===== src/hw/rtl/rfp_pkg.sv =====
// rfp_pkg: shared types, fixed-point constants and the arctangent table
// for the rectangle frame projection block. No dependencies.
package rfp_pkg;

  // fixed-point formats
  localparam int FRAC_BITS     = 16;
  localparam int CORE_FRAC     = 30;
  localparam int ATAN_LEN      = 24;
  localparam int CORDIC_STAGES = 16;
  localparam int NUM_CELLS     = (CORDIC_STAGES < ATAN_LEN) ? CORDIC_STAGES : ATAN_LEN;

  typedef logic signed [33:0] ang_q30_t;
  typedef logic signed [31:0] vec_q30_t;
  typedef logic [4:0]         stage_idx_t;

  // angle reduction constants, Q30 radians, and the CORDIC gain in Q30
  localparam ang_q30_t PI_Q30       = 34'sd3373259426;
  localparam ang_q30_t NEG_PI_Q30   = -34'sd3373259426;
  localparam ang_q30_t HALF_PI_Q30  = 34'sd1686629713;
  localparam ang_q30_t NEG_HALF_PI  = -34'sd1686629713;
  localparam ang_q30_t TWO_PI_Q30   = 34'sd6746518852;
  localparam vec_q30_t GAIN_Q30     = 32'sd652032874;

  // field limits
  localparam logic signed [22:0] XY_MAX  = 23'sd131071;
  localparam logic signed [22:0] XY_MIN  = -23'sd131072;
  localparam logic [16:0]        WH_MAX  = 17'd131071;
  localparam logic signed [20:0] ANG_MAX = 21'sd524287;
  localparam logic signed [20:0] ANG_MIN = -21'sd524288;

  // rotator state carried from cell to cell
  typedef struct packed {
    vec_q30_t x;
    vec_q30_t y;
    ang_q30_t z;
    logic     flip;
  } rot_t;

  // per-item data that rides alongside the rotator
  typedef struct packed {
    logic signed [18:0] ox;
    logic signed [18:0] oy;
    logic signed [17:0] fx;
    logic signed [17:0] fy;
    logic [16:0]        rw;
    logic [16:0]        rh;
    logic [16:0]        fw;
    logic [16:0]        fh;
    logic signed [19:0] ang;
  } side_t;

  // atan(2^-i) in Q30
  function automatic vec_q30_t atan_q30(input stage_idx_t i);
    vec_q30_t v;
    case (i)
      5'd0:    v = 32'sd843314857;
      5'd1:    v = 32'sd497837830;
      5'd2:    v = 32'sd263043837;
      5'd3:    v = 32'sd133525159;
      5'd4:    v = 32'sd67021687;
      5'd5:    v = 32'sd33543516;
      5'd6:    v = 32'sd16775851;
      5'd7:    v = 32'sd8388437;
      5'd8:    v = 32'sd4194283;
      5'd9:    v = 32'sd2097149;
      5'd10:   v = 32'sd1048576;
      5'd11:   v = 32'sd524288;
      5'd12:   v = 32'sd262144;
      5'd13:   v = 32'sd131072;
      5'd14:   v = 32'sd65536;
      5'd15:   v = 32'sd32768;
      5'd16:   v = 32'sd16384;
      5'd17:   v = 32'sd8192;
      5'd18:   v = 32'sd4096;
      5'd19:   v = 32'sd2048;
      5'd20:   v = 32'sd1024;
      5'd21:   v = 32'sd512;
      5'd22:   v = 32'sd256;
      5'd23:   v = 32'sd128;
      default: v = 32'sd0;
    endcase
    return v;
  endfunction

endpackage


===== src/hw/rtl/rfp_cell.sv =====
// rfp_cell: one CORDIC rotation cell of the cell chain, registered output.
// Depends on rfp_pkg.
module rfp_cell (
  input  logic               clk,
  input  logic               rst_n,
  input  logic               en,
  input  rfp_pkg::stage_idx_t idx,
  input  logic               valid_i,
  input  rfp_pkg::rot_t      rot_i,
  input  rfp_pkg::side_t     side_i,
  output logic               valid_o,
  output rfp_pkg::rot_t      rot_o,
  output rfp_pkg::side_t     side_o
);
  import rfp_pkg::*;

  logic     valid_r;
  rot_t     rot_r, rot_nxt;
  side_t    side_r;
  vec_q30_t dx, dy, at;

  // micro-rotation toward zero residual angle
  always_comb begin
    dx      = rot_i.y >>> idx;
    dy      = rot_i.x >>> idx;
    at      = atan_q30(idx);
    rot_nxt = rot_i;
    if (!rot_i.z[$high(rot_i.z)]) begin
      rot_nxt.x = rot_i.x - dx;
      rot_nxt.y = rot_i.y + dy;
      rot_nxt.z = rot_i.z - ang_q30_t'(at);
    end else begin
      rot_nxt.x = rot_i.x + dx;
      rot_nxt.y = rot_i.y - dy;
      rot_nxt.z = rot_i.z + ang_q30_t'(at);
    end
  end

  // valid bit
  always_ff @(posedge clk) begin
    if (!rst_n) begin
      valid_r <= 1'b0;
    end else if (en) begin
      valid_r <= valid_i;
    end
  end

  // payload
  always_ff @(posedge clk) begin
    if (en) begin
      rot_r  <= rot_nxt;
      side_r <= side_i;
    end
  end

  assign valid_o = valid_r;
  assign rot_o   = rot_r;
  assign side_o  = side_r;
endmodule


===== config.mk =====
export PLATFORM = sky130hd
export DESIGN_NAME = rfp_cell
export DESIGN_NICKNAME = d
export VERILOG_FILES = /design/src/hw/rtl/rfp_pkg.sv /design/src/hw/rtl/rfp_cell.sv
export SDC_FILE = /design/constraint.sdc
export NUM_CORES = 1
export LEC_CHECK = 0
export BUFFER_PORTS_ARGS = -buffer_cell sky130_fd_sc_hd__buf_2
export CAP_MARGIN = 5
export CORE_ASPECT_RATIO = 0.75
export CORE_MARGIN = 4
export CORE_UTILIZATION = 45
export CTS_CLUSTER_DIAMETER = 120
export DETAILED_ROUTE_END_ITERATION = 7
export PLACE_DENSITY_LB_ADDON = 0.25
export SLEW_MARGIN = 0
export SYNTH_ARGS = -nofsm -noshare
export SYNTH_HDL_FRONTEND = slang
export SYNTH_SLANG_ARGS = --single-unit

===== constraint.sdc =====
create_clock -name clk -period 8.6 [get_ports clk]
set_input_delay 1.29 -clock clk [delete_from_list [all_inputs] [get_ports clk]]
set_output_delay 1.29 -clock clk [all_outputs]
set_load 0.05 [all_outputs]

### After elaboration in Yosys (flattened, before gate mapping)

Memory sizes are Yosys's and may differ from the RTL's.
Cells that the tools add are included.

* register bits: 262
* memories kept: 1
* bits in read-only memories: 960

Memory list
* (no name shown): words 32, bits a word 30, read ports 1, clocked after memory_dff 0, write ports 0, RTL line rfp_pkg.sv:55 `case (i)`

* add/sub/neg operators: 6
* shift-type cells: 2
* muxes and demuxes: 1

Operator list (count)
* $mux W98: 1
* $add A32 B32 Y32: 2
* $sshr A32 B5 Y32: 2
* $sub A32 B32 Y32: 2
* $add A34 B32 Y34: 1
* $sub A34 B32 Y34: 1

### Depth between registers and ports, before layout

Gate-level depths: netlist (run 1).

* depth after elaboration: 3
* mapped depth: 27
* depth with buffers taken out: 23

### Worst setup path after synthesis (run 1)

Ideal clock, no wire load.

* path type: input to register
* from: input idx[1]
* to: register rot_r, in the netlist rot_o[34] (data pin)
* arrival time: 6.116 ns
* cell stages on the path: 25
* library setup time: 0.262 ns
* buffers on the path: 4
* slack: 2.222 ns
* cell sequence: buf_4 inv_2 buf_2 buf_2 ha_1 clkbuf_1 nand3b_1 o31ai_1 o31ai_1 a21oi_1 nor2b_1 nor2b_1 and2_1 nor3b_1 a31oi_1 xor2_1 ha_1 a21oi_1 nor2b_1 or4b_2 o21ai_0 a21oi_1 a211o_1 a21oi_1 xor2_1

RTL lines
* start, declared: RTL line rfp_cell.sv:7 `input rfp_pkg::stage_idx_t idx,`
* end signal, assigned: RTL line rfp_cell.sv:51 `rot_r <= rot_nxt;`
* end, declared: RTL line rfp_cell.sv:18 `rot_t rot_r, rot_nxt;`

==> results.cfg, run 1 <==
[pwr]
clock_power_share_pct = 22.6
vdd_ir_drop_max_mv = 0.172
leakage_nw = 10.1
power_frac_comb_pct = 44.4
switchingPower_mw = 2.16
p_sw_share_pct = 41.5
seqPwrFrac_pct = 33.0
total_power_mw = 5.20
power.density_nw_per_um2 = 218
internal_power_mw = 3.04

[yosys]
synth_area_leader_cell = edfxtp_1
synth.top_cells.by_count = 261 x edfxtp_1, 164 x a21oi_1, 138 x nor2_1, 124 x nand2_1
synth_edf_count = 261
syn_inst = 1831
async_flop_share_pct = 0
yosys_warnings = 0
synth_top_area_share_pct = 39.7
ys_seq_area_share_pct = 39.8
avgSynthCellArea_um2 = 10.8
synth_area_um2 = 19800
yosys-top-cells-area = edfxtp_1 40%, mux4_2 6.8%, ha_1 6.7%
synth_flop_cell = edfxtp_1
syn_nets = 2210
post-synth-top-count-cell = edfxtp_1
yosysUniqueCellTypes = 92
synth_seq_cells = 262

[finish]
drive_gt1_share_pct = 31.5
seq_area_um2 = 7860
fillers = 3806
syn_to_final_growth_pct = 20.8
multi_input_area_um2 = 11200
fin_nets = 2719

[worst_setup_path]
cp_data_required_time_ps = 8930
crit_path_start_kind = input port
worstSetupPathType = in2reg
end_kind = flip-flop
r2r_start = valid_o
r2r_setup_slack_ps = 8010
rr_worst_depth = 2
worstPathMaxFanout = 75
crit_arrival_ps = 7380
r2r-end = valid_o

[routing]
drt_iter0_markers = 2048
wl_um = 72500
wl_per_cell_um = 24.7
drt_first_pass_iters = 6
vias_per_cell = 6.07
drc = 0
vias = 17800
drtAntennaViolNets = 0

[place]
portBuffers = 531
hpwl_um = 56400
globalplace.congestion = 1.05

[sta]
slew-limit-headroom_pct = 26.1
setup_tns_ps = 0
period_share_pct = 82.0
rsz0062_at_grt = false
fin_worst_skew_ps = 0
worstMarginPinSlew_ps = 1110
final_max_slew_viol_count = 0
fmax_ghz = 0.142
hold_violations = 0
period_needed_ps = 7050
finalSetupViolCount = 0

[global_route]
grt_pass1_wl_um = 107000
grt_usage_pct = 29.0
grt-ovfl-total = 0
antenna_found_initial = 3
first_global_vias = 17000
grt_max_degree = 173

[clocking]
clock_latency_ps = 590
cts.clk_slew.worst_paths_ps = 60
cts_buffer_depth = 3
cts_setup_buffers = 0
cts_buffers = 28
cts-htree-levels = 1
cts_hold_buf = 0
cts_root_buf = clkbuf_16
cts.sinks = 262
tritoncts = done
cts_resized = 0

[run_status]
status = finished clean

[min_path]
min_to = valid_o
worstHoldStart = valid_o
holdPathStages = 2
hold_class = reg2reg

[floorplan]
initial_core_util_pct = 45.6
die_x_um = 250
die_h_um = 189
die_area_um2 = 47300
core_um2 = 43400
rows = 66
top_level_ports = 532

[run]
drv_cap = 0
[metrics by stage]
stage	util (%)	cell area (um2)	worst slack, ps	instances	hold slack, ps
CTS	55.0	23800	1730	2936	527
global route	55.0	23900	1170	2937	589
global placement	52.9	23000	1220	2888	500
detailed placement	52.9	23000	1130	2888	512
floorplan	-	19800	2220	1831	743
finish	55.0	23900	1550	2939	524
[worst max-delay path: stages]
cell and delay [ps]:
buf_4 660, buf_4 500, buf_4 270, mux2i_1 280, mux4_2 310, o2bb2ai_1 110, a311oi_2 250, nand3_1 200
nor3b_4 470, a21oi_1 150, xnor2_1 210, ha_1 320, a21oi_1 180, a21boi_0 150, or2_2 310, o2111ai_1 290
a211oi_1 210, o21ai_0 490, a21oi_1 120, a211o_1 280, a21oi_1 180, xnor2_1 80
[layer usage]
metal,GRT usage (%),part of all wire (%)
met1,40.9,42
met2,45.6,45
met3,7.02,11
met4,6.88,2.4
met5,0,0.051
[power by group through the flow]
| stage | combinational, mW | clock [mW] | sequential, mW |
|---|---|---|---|
| global placement | 2.26 | 0 | 1.73 |
| CTS | 2.28 | 1.21 | 1.72 |
| global route | 2.45 | 1.27 | 1.73 |
| floorplan | 0.976 | 0 | 2.43 |
| finish | 2.31 | 1.18 | 1.71 |
| detailed placement | 2.27 | 0 | 1.74 |
[kinds of logic after synthesis]
logic type / share of synthesized area (%)
AO/OA/AOI/OAI: 17.1
multiplexers: 13.5
adder cells (fa/ha/maj): 7.02
AND/OR/NAND/NOR: 11.7
buffers and inverters: 3.41
XOR/XNOR: 7.54
flip-flops: 39.8
[layout by cell type (no fill, tap or decap), types with 60 or more instances in the layout]
cell,count
xnor2_1,106
ha_1,106
mux4_2,60
xor2_1,64
nand2_1,124
a21oi_1,164
mux2i_1,76
buf_2,528
edfxtp_1,261
o21ai_0,88
nor2_1,137
[registers in the layout, summed over array words and instances, names as in the netlist]
| register | count |
|---|---|
| side_o | 162 |
| valid_o | 1 |
| rot_o | 99 |
[cell type report]
cell class	instances	share of cell area (%)
repair buffers	570	12.6
flip-flops and latches	262	32.9
well taps	578	3.03
diodes	3	0.0315
inverters	38	0.598
clock inverters	13	0.656
clock buffers	35	3.09
multi-input cells	1440	47.1
[worst max path at each step]
| stage | depth (start not counted) | slack, ps | start | to |
|---|---|---|---|---|
| detailed placement | 22 | 1130 | idx[2] | rot_o[66] |
| global placement | 22 | 1220 | idx[2] | rot_o[66] |
| finish | 22 | 1550 | idx[2] | rot_o[66] |
| CTS | 22 | 1730 | idx[2] | rot_o[66] |
| global route | 22 | 1170 | idx[2] | rot_o[66] |
| floorplan | 25 | 2220 | idx[1] | rot_o[34] |
Note: power is estimated with default switching activity, not from simulation.
==> run 2, diff against run 1 <==
==> constraint.sdc (replaced) <==
create_clock -name clk -period 6 [get_ports clk]
set_input_delay 0.9 -clock clk [delete_from_list [all_inputs] [get_ports clk]]
set_output_delay 0.9 -clock clk [all_outputs]
set_load 0.05 [all_outputs]
==> run 2 against run 1 <==
  * Hold slack got worse by 35 ps
  * Clock-buffer cell count fell by 3
  * Combinational power up 63%
  * Utilization up 7.0 points
  * Sequential share of layout area decreased by 3.7 points
  * Setup slack got worse by 1400 ps
==> results.cfg, run 2 (synthesized netlist as in run 1, its figures left out) <==
[finish]
stdcell_area_um2 = 26900
final_common_cell = buf_2
final_cell_mix = 528 x buf_2, 410 x buf_4, 261 x edfxtp_1
largest_register_ffs = 162
syn_to_final_growth_pct = 36.2
drive_gt1_share_pct = 41.1
fin_nets = 3101

[worst_setup_path]
worstSetupPathType = in2reg
crit_arrival_ps = 6150
cp_data_required_time_ps = 6330
worstPathMaxFanout = 14
end_kind = flip-flop
crit_path_start_kind = input port

[sta]
rsz0062_at_grt = false
worstMarginPinSlew_ps = 929
final_max_slew_viol_count = 0
slew-limit-headroom_pct = 37.6
hold_violations = 0
fmax_ghz = 0.172
fin_worst_skew_ps = 0
period_needed_ps = 5830
period_share_pct = 97.1
finalSetupViolCount = 0
fin_ws_ps = 175

[global_route]
first_global_vias = 18700
grt_max_degree = 152
grt-ovfl-total = 0
grt_pass1_wl_um = 114000
antenna_found_initial = 3
grt_usage_pct = 30.9

[clocking]
cts_buffers = 27
clock_latency_ps = 580
cts-htree-levels = 1
cts.clk_slew.worst_paths_ps = 70
cts_buffer_depth = 3
cts.sinks = 262
cts_root_buf = clkbuf_16
tritoncts = done

[place]
post-place-ws_ps = -371
globalplace.congestion = 1.02
hpwl_um = 62700
placed_area_um2 = 25900
portBuffers = 531

[run]
drv_cap = 0

[run_status]
status = finished clean

[pwr]
total_power_mw = 7.99
leakage_nw = 12.0
clock_power_share_pct = 22.2
vdd_ir_drop_max_mv = 0.276
p_sw_share_pct = 39.9
power.density_nw_per_um2 = 297
seqPwrFrac_pct = 30.7
power_frac_comb_pct = 47.1
internal_power_mw = 4.80
switchingPower_mw = 3.19

[floorplan]
rows = 66
die_x_um = 250
initial_core_util_pct = 45.6
core_um2 = 43400
die_h_um = 189
die_area_um2 = 47300
top_level_ports = 532

[routing]
vias_per_cell = 5.81
drt_iter0_markers = 1804
drc = 0
wl_um = 77500
vias = 19300
drtAntennaViolNets = 0
drt_first_pass_iters = 5
wl_per_cell_um = 23.3

[min_path]
hold_class = in2reg
[run 2: power by group through the flow]
| stage | clock (mW) | combinational [mW] | sequential, mW |
|---|---|---|---|
| 2_1_floorplan | 0 | 1.40 | 3.48 |
| 3_3_place_gp | 0 | 3.66 | 2.48 |
| 3_5_place_dp | 0 | 3.71 | 2.49 |
| 4_1_cts | 1.81 | 3.73 | 2.46 |
| 5_1_grt | 1.90 | 3.99 | 2.48 |
| 6_report | 1.77 | 3.76 | 2.46 |
[run 2: critical path, stage by stage]
cell	delay (ps)
buf_4	200
buf_12	200
buf_4	190
mux2_2	380
a22oi_1	210
o21ai_1	280
a221oi_2	400
and4_1	290
nor3b_4	220
buf_4	210
a31oi_1	110
xor2_1	380
ha_1	330
a211o_1	260
a21oi_1	180
a211oi_1	110
buf_4	190
a221oi_1	280
nor2_1	100
a41o_1	260
a21o_1	180
a21oi_1	170
xnor2_1	80
[run 2: area by class of cell]
| class | instances | area [um2] |
|---|---|---|
| diodes | 1 | 2.50 |
| clock buffers | 32 | 704 |
| fillers | 3587 | 16500 |
| inverters | 38 | 145 |
| well taps | 578 | 723 |
| clock inverters | 17 | 223 |
| flip-flops and latches | 262 | 7860 |
| multi-input cells | 1440 | 11200 |
| repair buffers | 953 | 6010 |
[run 2: path summary, 6_finish.rpt]
path / from / to / slack (ps) / cells past startpoint
setup / recovery: idx[0] / rot_o[65] / 170 / 23
hold / removal: side_i[125] / side_o[125] / 490 / 1
setup reg to reg: valid_o / valid_o / 5410 / 2
hold reg to reg: valid_o / valid_o / 520 / 2
[run 2: repair_timing]
action | in CTS | in global routing
endpoints found under the setup margin | 0 | 4
resized for setup | 0 | 5
setup buffers | 0 | 1
hold buffers | 0 | 0
[run 2: through the flow]
stage | TNS, ps | hold slack, ps | utilization (%) | std cells
finish | 0 | 489 | 62.0 | 3321
global placement | -1050 | 501 | 59.8 | 3270
detailed placement | -2220 | 502 | 59.8 | 3270
floorplan | 0 | 743 | - | 1831
CTS | 0 | 463 | 62.0 | 3319
global route | 0 | 457 | 62.0 | 3321
[run 2: layer usage]
metal  up-vias  track usage (%)  part of all wire, %
met5         -                0                    0
li1       8844                -                    -
met3       162             7.85                  9.3
met2       986             48.8                   45
met1      9300             42.4                   42
met4         0             9.35                  3.4
