<file path="src/hw/rtl/rfp_pkg.sv">
// rfp_pkg: shared types, fixed-point constants and the arctangent table
// for the rectangle frame projection block. No dependencies.
package rfp_pkg;

  // fixed-point formats
  localparam int FRAC_BITS     = 16;
  localparam int CORE_FRAC     = 30;
  localparam int ATAN_LEN      = 24;
  localparam int CORDIC_STAGES = 16;
  localparam int NUM_CELLS     = (CORDIC_STAGES < ATAN_LEN) ? CORDIC_STAGES : ATAN_LEN;

  typedef logic signed [33:0] ang_q30_t;
  typedef logic signed [31:0] vec_q30_t;
  typedef logic [4:0]         stage_idx_t;

  // angle reduction constants, Q30 radians, and the CORDIC gain in Q30
  localparam ang_q30_t PI_Q30       = 34'sd3373259426;
  localparam ang_q30_t NEG_PI_Q30   = -34'sd3373259426;
  localparam ang_q30_t HALF_PI_Q30  = 34'sd1686629713;
  localparam ang_q30_t NEG_HALF_PI  = -34'sd1686629713;
  localparam ang_q30_t TWO_PI_Q30   = 34'sd6746518852;
  localparam vec_q30_t GAIN_Q30     = 32'sd652032874;

  // field limits
  localparam logic signed [22:0] XY_MAX  = 23'sd131071;
  localparam logic signed [22:0] XY_MIN  = -23'sd131072;
  localparam logic [16:0]        WH_MAX  = 17'd131071;
  localparam logic signed [20:0] ANG_MAX = 21'sd524287;
  localparam logic signed [20:0] ANG_MIN = -21'sd524288;

  // rotator state carried from cell to cell
  typedef struct packed {
    vec_q30_t x;
    vec_q30_t y;
    ang_q30_t z;
    logic     flip;
  } rot_t;

  // per-item data that rides alongside the rotator
  typedef struct packed {
    logic signed [18:0] ox;
    logic signed [18:0] oy;
    logic signed [17:0] fx;
    logic signed [17:0] fy;
    logic [16:0]        rw;
    logic [16:0]        rh;
    logic [16:0]        fw;
    logic [16:0]        fh;
    logic signed [19:0] ang;
  } side_t;

  // atan(2^-i) in Q30
  function automatic vec_q30_t atan_q30(input stage_idx_t i);
    vec_q30_t v;
    case (i)
      5'd0:    v = 32'sd843314857;
      5'd1:    v = 32'sd497837830;
      5'd2:    v = 32'sd263043837;
      5'd3:    v = 32'sd133525159;
      5'd4:    v = 32'sd67021687;
      5'd5:    v = 32'sd33543516;
      5'd6:    v = 32'sd16775851;
      5'd7:    v = 32'sd8388437;
      5'd8:    v = 32'sd4194283;
      5'd9:    v = 32'sd2097149;
      5'd10:   v = 32'sd1048576;
      5'd11:   v = 32'sd524288;
      5'd12:   v = 32'sd262144;
      5'd13:   v = 32'sd131072;
      5'd14:   v = 32'sd65536;
      5'd15:   v = 32'sd32768;
      5'd16:   v = 32'sd16384;
      5'd17:   v = 32'sd8192;
      5'd18:   v = 32'sd4096;
      5'd19:   v = 32'sd2048;
      5'd20:   v = 32'sd1024;
      5'd21:   v = 32'sd512;
      5'd22:   v = 32'sd256;
      5'd23:   v = 32'sd128;
      default: v = 32'sd0;
    endcase
    return v;
  endfunction

endpackage

</file>
<file path="src/hw/rtl/rfp_chan_if.sv">
// rfp_in_if / rfp_out_if: valid/ready channels of the rectangle frame
// projection block. No dependencies.
interface rfp_in_if;
  logic               valid;
  logic               ready;
  logic signed [17:0] rect_x;
  logic signed [17:0] rect_y;
  logic [16:0]        rect_w;
  logic [16:0]        rect_h;
  logic signed [19:0] rect_angle;
  logic signed [17:0] ref_x;
  logic signed [17:0] ref_y;
  logic [16:0]        ref_w;
  logic [16:0]        ref_h;
  logic signed [19:0] ref_angle;

  modport source (output valid, rect_x, rect_y, rect_w, rect_h, rect_angle,
                  ref_x, ref_y, ref_w, ref_h, ref_angle, input ready);
  modport sink (input valid, rect_x, rect_y, rect_w, rect_h, rect_angle,
                ref_x, ref_y, ref_w, ref_h, ref_angle, output ready);
endinterface


</file>
<file path="src/hw/rtl/rfp_prep.sv">
// rfp_prep: input stage; reduces the reference angle, centers the offset
// and sums the angles. Depends on rfp_pkg and rfp_in_if.
module rfp_prep (
  input  logic          clk,
  input  logic          rst_n,
  input  logic          en,
  rfp_in_if.sink        in_bus,
  output logic          valid_o,
  output rfp_pkg::rot_t rot_o,
  output rfp_pkg::side_t side_o
);
  import rfp_pkg::*;

  localparam logic signed [18:0] HALF_Q = 19'sd1 <<< (FRAC_BITS - 1);

  logic               valid_r;
  rot_t               rot_r, rot_nxt;
  side_t              side_r, side_nxt;
  ang_q30_t           a0, a1, a2;
  logic               flip;
  logic signed [20:0] asum;

  assign in_bus.ready = en;

  // bring the angle into [-pi/2, pi/2], noting a half-turn
  always_comb begin
    a0 = ang_q30_t'(in_bus.ref_angle) <<< (CORE_FRAC - FRAC_BITS);
    if (a0 > PI_Q30) begin
      a1 = a0 - TWO_PI_Q30;
    end else if (a0 < NEG_PI_Q30) begin
      a1 = a0 + TWO_PI_Q30;
    end else begin
      a1 = a0;
    end
    flip = 1'b0;
    a2   = a1;
    if (a1 > HALF_PI_Q30) begin
      a2   = a1 - PI_Q30;
      flip = 1'b1;
    end else if (a1 < NEG_HALF_PI) begin
      a2   = a1 + PI_Q30;
      flip = 1'b1;
    end
    rot_nxt.x    = GAIN_Q30;
    rot_nxt.y    = '0;
    rot_nxt.z    = a2;
    rot_nxt.flip = flip;
  end

  // side data: centered offset, sizes, saturated angle sum
  always_comb begin
    asum        = 21'(in_bus.rect_angle) + 21'(in_bus.ref_angle);
    side_nxt.ox = 19'(in_bus.rect_x) - HALF_Q;
    side_nxt.oy = 19'(in_bus.rect_y) - HALF_Q;
    side_nxt.fx = in_bus.ref_x;
    side_nxt.fy = in_bus.ref_y;
    side_nxt.rw = in_bus.rect_w;
    side_nxt.rh = in_bus.rect_h;
    side_nxt.fw = in_bus.ref_w;
    side_nxt.fh = in_bus.ref_h;
    if (asum > ANG_MAX) begin
      side_nxt.ang = ANG_MAX[19:0];
    end else if (asum < ANG_MIN) begin
      side_nxt.ang = ANG_MIN[19:0];
    end else begin
      side_nxt.ang = asum[19:0];
    end
  end

  // valid bit
  always_ff @(posedge clk) begin
    if (!rst_n) begin
      valid_r <= 1'b0;
    end else if (en) begin
      valid_r <= in_bus.valid;
    end
  end

  // payload
  always_ff @(posedge clk) begin
    if (en) begin
      rot_r  <= rot_nxt;
      side_r <= side_nxt;
    end
  end

  assign valid_o = valid_r;
  assign rot_o   = rot_r;
  assign side_o  = side_r;
endmodule

</file>
<file path="src/flat_wrapper.sv">
// flat-port wrapper written by rule: the top's interface ports become plain ports
module rfp_prep_flat import rfp_pkg::*;
  (clk, rst_n, en, valid_o, rot_o, side_o, in_bus_valid, in_bus_rect_x, in_bus_rect_y, in_bus_rect_w, in_bus_rect_h, in_bus_rect_angle, in_bus_ref_x, in_bus_ref_y, in_bus_ref_w, in_bus_ref_h, in_bus_ref_angle, in_bus_ready);
  rfp_in_if in_bus_i ();
  input  logic clk;
  input  logic rst_n;
  input  logic en;
  output logic valid_o;
  output rfp_pkg::rot_t rot_o;
  output rfp_pkg::side_t side_o;
  input wire logic [$bits(in_bus_i.valid)-1:0] in_bus_valid;
  input wire logic [$bits(in_bus_i.rect_x)-1:0] in_bus_rect_x;
  input wire logic [$bits(in_bus_i.rect_y)-1:0] in_bus_rect_y;
  input wire logic [$bits(in_bus_i.rect_w)-1:0] in_bus_rect_w;
  input wire logic [$bits(in_bus_i.rect_h)-1:0] in_bus_rect_h;
  input wire logic [$bits(in_bus_i.rect_angle)-1:0] in_bus_rect_angle;
  input wire logic [$bits(in_bus_i.ref_x)-1:0] in_bus_ref_x;
  input wire logic [$bits(in_bus_i.ref_y)-1:0] in_bus_ref_y;
  input wire logic [$bits(in_bus_i.ref_w)-1:0] in_bus_ref_w;
  input wire logic [$bits(in_bus_i.ref_h)-1:0] in_bus_ref_h;
  input wire logic [$bits(in_bus_i.ref_angle)-1:0] in_bus_ref_angle;
  output wire logic [$bits(in_bus_i.ready)-1:0] in_bus_ready;
  assign in_bus_i.valid = in_bus_valid;
  assign in_bus_i.rect_x = in_bus_rect_x;
  assign in_bus_i.rect_y = in_bus_rect_y;
  assign in_bus_i.rect_w = in_bus_rect_w;
  assign in_bus_i.rect_h = in_bus_rect_h;
  assign in_bus_i.rect_angle = in_bus_rect_angle;
  assign in_bus_i.ref_x = in_bus_ref_x;
  assign in_bus_i.ref_y = in_bus_ref_y;
  assign in_bus_i.ref_w = in_bus_ref_w;
  assign in_bus_i.ref_h = in_bus_ref_h;
  assign in_bus_i.ref_angle = in_bus_ref_angle;
  assign in_bus_ready = in_bus_i.ready;
  rfp_prep u_core (.clk(clk), .rst_n(rst_n), .en(en), .in_bus(in_bus_i), .valid_o(valid_o), .rot_o(rot_o), .side_o(side_o));
endmodule
</file>
<file path="config.mk">
export PLATFORM = sky130hd
export DESIGN_NAME = rfp_prep_flat
export DESIGN_NICKNAME = d
export VERILOG_FILES = /design/src/hw/rtl/rfp_pkg.sv /design/src/hw/rtl/rfp_chan_if.sv /design/src/hw/rtl/rfp_prep.sv /design/src/flat_wrapper.sv
export SDC_FILE = /design/constraint.sdc
export NUM_CORES = 1
export LEC_CHECK = 0
export BUFFER_PORTS_ARGS = -buffer_cell sky130_fd_sc_hd__buf_4
export CAP_MARGIN = 20
export CORE_MARGIN = 8
export CORE_UTILIZATION = 23
export CTS_CLUSTER_SIZE = 16
export DETAILED_ROUTE_END_ITERATION = 8
export GPL_ROUTABILITY_DRIVEN = 1
export GPL_TIMING_DRIVEN = 0
export SLEW_MARGIN = 20
export SYNTH_ARGS = -nofsm -noshare
export SYNTH_HDL_FRONTEND = slang
export SYNTH_SLANG_ARGS = --single-unit
export TNS_END_PERCENT = 10
</file>
<file path="constraint.sdc">
create_clock -name clk -period 4.49 [get_ports clk]
set_input_delay 1.347 -clock clk [delete_from_list [all_inputs] [get_ports clk]]
set_output_delay 1.347 -clock clk [all_outputs]
set_load 0.01 [all_outputs]
</file>
# == Yosys cells after proc, flatten, opt, wreduce, memory -nomap -nowiden ==
# Index checks and enable logic that the tools add are counted.
# word_totals
reg_bits,198
in_bits,184
output_inout_bits,263
wordCells,31
# op_classes
n_addsub,7
order_cmp,6
muxes,6
# ops
cell,count
two-way mux 34 bit,4
subtractor 18 x 17 -> 19 bit (second input constant),2
adder 34 x 33 -> 34 bit (second input constant),1
adder 34 bit (second input constant),1
> comparator 34 x 32 -> 1 bit (second input constant),1
> comparator 34 x 33 -> 1 bit (second input constant),1
less-than comparator 34 x 32 -> 1 bit (second input constant),1
less-than comparator 34 x 33 -> 1 bit (second input constant),1
subtractor 34 x 33 -> 34 bit (second input constant),1
subtractor 34 bit (second input constant),1
adder 20 x 20 -> 21 bit,1
> comparator 21 x 20 -> 1 bit (second input constant),1
less-than comparator 21 x 20 -> 1 bit (second input constant),1
two-way mux 20 bit,1
two-way mux 1 bit,1

# == Longest topological paths before layout ==
# logic_depth
depth_word,6
ltp_mapped,16
mapped_depth_nobuf,15

# == Least setup slack after synthesis ==
# No wires, ideal clock.
# synth_timing
kind,input -> register
startpoint,input in_bus_ref_angle[0]
endpoint,"register u_core.side_r, in the netlist u_core.side_o[11], data pin"
setup_ns,0.270
arrival_ns,4.475
required_ns,4.220
slack_ns,-0.256
cell_stages,11
path_buffers,1
path_cell_list,ha_1 > fa_1 > a21o_1 > a21o_1 > a2111oi_1 > o21ai_0 > a31oi_1 > a21oi_1 > o41ai_1 > clkbuf_1 > o21ai_0
# synth_via
elab_chain_cells,3
elab_cells_between_ends,4
cone_classes,1 x add/sub; 2 x order compare; 1 x mux
# synth_lines
item,line_no,rtl
from (decl),flat_wrapper.sv:21,input wire logic [$bits(in_bus_i.ref_angle)-1:0] in_bus_ref_angle;
adder 20 x 20 -> 21 bit *,rfp_prep.sv:52,asum = 21'(in_bus.rect_angle) + 21'(in_bus.ref_angle);
less-than comparator 21 x 20 -> 1 bit,rfp_prep.sv:63,end else if (asum < ANG_MIN) begin
two-way mux 20 bit,rfp_prep.sv:63,
to (signal assigned),rfp_prep.sv:83,side_r <= side_nxt;
to (decl),rfp_prep.sv:18,"side_t side_r, side_nxt;"
# Mark *: on every way between the ends. The rest lies on a longest branch, timed or not.
# A chain may end at the register's enable or synchronous reset.

# == Worst setup path after layout ==
# layout_timing
startpoint,input in_bus_ref_angle[0]
endpoint,"register u_core.rot_r, in the netlist u_core.rot_o[23], data pin"
# layout_via
elab_chain_cells,6
elab_cells_between_ends,12
cone_classes,4 x add/sub; 4 x order compare; 4 x mux
# layout_lines
item,line_no,rtl
adder 34 bit or less-than comparator 34 x 33 -> 1 bit (tied branches),"rfp_prep.sv:31, rfp_prep.sv:30",
two-way mux 34 bit,rfp_prep.sv:30,end else if (a0 < NEG_PI_Q30) begin
two-way mux 34 bit *,rfp_prep.sv:28,if (a0 > PI_Q30) begin
adder 34 x 33 -> 34 bit or less-than comparator 34 x 32 -> 1 bit (tied branches),"rfp_prep.sv:41, rfp_prep.sv:40",
two-way mux 34 bit,rfp_prep.sv:40,end else if (a1 < NEG_HALF_PI) begin
two-way mux 34 bit *,rfp_prep.sv:37,if (a1 > HALF_PI_Q30) begin
net u_core.a2[22],rfp_prep.sv:19,"ang_q30_t a0, a1, a2;"
to (signal assigned),rfp_prep.sv:82,rot_r <= rot_nxt;
to (decl),rfp_prep.sv:17,"rot_t rot_r, rot_nxt;"
# The timed path passes the listed nets; every way through them passes the cells marked *.

==> impl_summary.log <==
INFO  metric status = finished clean
INFO  metric grt_first_pass_wirelength = 52900 um
INFO  metric via_count = 7898
INFO  metric critPathMaxStageDelay = 420 ps
INFO  metric netlist_instances = 762
INFO  metric synth_area = 9670 um^2
INFO  metric synth_cell_types = 79
INFO  metric drt-initial-drc-count = 405
INFO  metric antenna_violating_nets_post_route = 0
INFO  metric fin_nets = 1461
INFO  metric chipHeight = 221 um
INFO  metric synth.ff_latch_count = 191
INFO  metric timing.critical_path.slowest_stage_cell = o41a_1
INFO  metric timing.critical_path.required = 4660 ps
INFO  metric clock_tree.root_cell = clkbuf_16
INFO  metric rr_worst_depth = 2
INFO  metric worstHoldStart = u_core.valid_o
INFO  metric post-dp-hpwl = 29800 um
INFO  metric cp_cell_sequence = buf_4 -> clkinvlp_4 -> ha_1 -> nor4b_2 -> a21bo_2 -> o21ai_4 -> inv_4 -> a31oi_1 -> xnor2_2 -> buf_2 -> o41a_1 -> a31o_2 -> clkbuf_4 -> o32ai_2 -> xnor2_1
INFO  metric worst_clk_skew = 0 ps
INFO  metric multi_input_area = 3730 um^2
INFO  metric global_route.peak_usage_layer = met2
INFO  metric syn_area_per_cell = 12.7 um^2
INFO  metric synth_flop_cell = edfxtp_1
INFO  metric grtUsageMet1 = 0.152
INFO  metric layout-area-overhead-vs-synth = 50.7%
INFO  metric antenna_found_initial = 2
INFO  metric grt_start_max_net_pins = 104
INFO  metric ff2ff_setup_slack = 3880 ps
INFO  metric floorplan.initialDensity = 0.232
INFO  metric floorplan.die_area = 48900 um^2
INFO  metric worst_hold_path_type = reg -> reg
INFO  metric tns = 0 ps
INFO  metric timing.hold.ws = 535 ps
INFO  metric yosysTopAreaCellShare = 0.590
INFO  metric groute.layer.met2.usage = 0.275
INFO  metric gpl.final_weighted_congestion = 0.822
INFO  metric timing.max_cap.violations = 0
INFO  metric min_period_over_period = 0.991
INFO  metric post_drt_via_cell_ratio = 4.40
INFO  metric grt_use_met3 = 0.0438
INFO  metric synthMostInstantiatedCell = edfxtp_1
INFO  metric cp-start-kind = primary input
INFO  metric post_synth_main_area_contributors = edfxtp_1 59%, buf_4 5.8%, ha_1 4.1%
INFO  metric rsz0062_at_grt = yes
INFO  metric worstPathArrival = 4620 ps
INFO  metric cts.reportedPaths.clkPinSlew = 70 ps
INFO  metric placementRows = 75
INFO  metric drcViolationCount = 0
INFO  metric hold-path-cell-count = 2
INFO  metric layout_min_cycle_time = 4450 ps
INFO  metric clk_path_buf_depth = 2
INFO  metric seqCellArea = 5730 um^2
INFO  metric finalSetupViolations = 0
INFO  metric timing.rr.start = u_core.valid_o
INFO  metric power_leakage = 6.15 nW
INFO  metric gr-usage-all-layers = 0.144
INFO  metric synth-edff-count = 190
INFO  metric synthDominantAreaCellType = edfxtp_1
INFO  metric yosys-top-cells-count = 190 x edfxtp_1, 75 x buf_4, 44 x o21ai_0
INFO  metric post_route_cells_drive_above_1_share = 0.474
INFO  metric final-hold-violation-count = 0
INFO  metric max_clock_freq = 225 MHz
INFO  metric worstSetupEndpointType = flop
INFO  metric antenna-diode-count = 0
INFO  metric first_pass_iters = 5
INFO  metric cts_buffers = 17
INFO  metric cts_sinks = 191
INFO  metric clkLatencyLatePin = 430 ps
INFO  metric ctsHtreeMaxLevel = 4
INFO  metric slew_headroom = 0.509
INFO  metric gr-total-overflow = 0
INFO  metric final.fill_count = 4114
INFO  metric timing_worst_setup_path_type = in -> reg
INFO  metric grt_pass1_vias = 7945
INFO  metric placement.io_buffers = 381
INFO  metric power_per_cell_area = 350 nW/um^2
INFO  metric drv_slew = 0
INFO  metric cts_tree = built
INFO  metric holdPathEnd = u_core.valid_o
INFO  metric io-pin-count = 447
INFO  metric timing.critical_path.fanout_max = 10
INFO  metric r2r_end = u_core.valid_o
INFO  metric worstMarginPinSlew = 737 ps
INFO  metric drt-total-wl = 37000 um
INFO  metric placeableCoreArea = 41800 um^2
INFO  metric synth_sequential_area_ratio = 0.592
INFO  metric die-width = 221 um
INFO  metric ir_worst_vdd = 174 uV
INFO  metric detail_route.wl_per_cell = 20.6 um
INFO  metric ys_async_sr_fraction = 0
INFO  metric synthesis.yosys.warnings = 0
==> critical path, delay by kind of cell <==
family          cells  cell delay (ps)
fa+ha+maj           1              250
compound gates      6             1750
simple gates        1              180
buf+inv             5              820
xor+xnor            2              270
==> final cells by class <==
class                   count  area share
flip-flops and latches    191       0.393
plain buffers              99      0.0479
inverters                  33     0.00893
well taps                 539      0.0463
multi-input cells         502       0.256
repair buffers            400       0.209
clock inverters            14     0.00996
clock buffers              17      0.0292
==> worst max-delay path by stage <==
stage / startpoint / to / depth (start not counted)
2_1_floorplan: in_bus_ref_angle[1] / u_core.rot_o[21] / 13
3_3_place_gp: in_bus_ref_angle[0] / u_core.side_o[13] / 15
3_5_place_dp: in_bus_ref_angle[0] / u_core.side_o[15] / 15
4_1_cts: in_bus_ref_angle[13] / u_core.rot_o[34] / 15
5_1_grt: in_bus_ref_angle[0] / u_core.rot_o[33] / 17
6_report: in_bus_ref_angle[0] / u_core.rot_o[23] / 15
==> power by group <==
part	leakage [nW]	switching (mW)	internal, mW
Clock	0.279	0.765	0.740
Sequential	1.87	0.0586	2.20
Combinational	4.01	0.700	0.641
Total	6.15	1.52	3.58
==> metal layers <==
metal  part of all wire  wire [um]
met5            0.00073         27
met2               0.54      19900
met1               0.38      14100
met3              0.063       2350
met4              0.017        641
==> per-stage QoR <==
step                      cell area [um^2]  setup WS [ps]  std cells  utilization  power (mW)
after floorplan                       9920          -43.9        825            -        2.91
after global placement               13500          -1100       1745        0.322        3.56
after detailed placement             13500          -1180       1746        0.323        3.57
after CTS                            14200          -6.89       1781        0.340        5.12
after global routing                 14600          -26.9       1795        0.349        5.32
final                                14600           40.8       1795        0.349        5.10
==> cells in the final DEF, fill, tap and decap left out, types with 13 or more instances in the layout <==
cell / synthesis / layout
o21ai_0: 44 / 40
xnor2_1: 38 / 31
xor2_1: 20 / 19
nand2_1: 33 / 33
buf_4: 75 / 474
buf_2: 17 / 14
conb_1: 2 / 65
inv_1: 32 / 30
ha_1: 32 / 32
nand3_1: 16 / 14
a21o_1: 13 / 13
clkbuf_16: 0 / 17
nor2_1: 37 / 36
a21oi_1: 25 / 22
edfxtp_1: 190 / 190
==> cells by family (layout without fill, tap and decap cells) <==
group | after synthesis | in the layout | share of synthesized area
XOR/XNOR | 58 | 58 | 0.0525
AO/OA/AOI/OAI | 185 | 185 | 0.139
buffers and inverters | 132 | 563 | 0.0836
multiplexers | 2 | 2 | 0.00220
AND/OR/NAND/NOR | 159 | 159 | 0.0860
other | 2 | 65 | 0.000776
adder cells (fa/ha/maj) | 33 | 33 | 0.0435
flip-flops | 191 | 191 | 0.592
==> flip-flops by register name, indices dropped and copies added (netlist names) <==
| name | count |
|---|---|
| u_core.rot_o | 28 |
| u_core.side_o | 162 |
| u_core.valid_o | 1 |
==> timing repair <==
action | in CTS | in global routing
hold buffers | 0 | 0
pin swaps | 6 | 13
setup endpoints to repair | 47 | 47
gates resized for setup | 24 | 51
hold endpoints to repair | 0 | 0
setup buffers | 4 | 14
(Power assumes the default switching activity.)
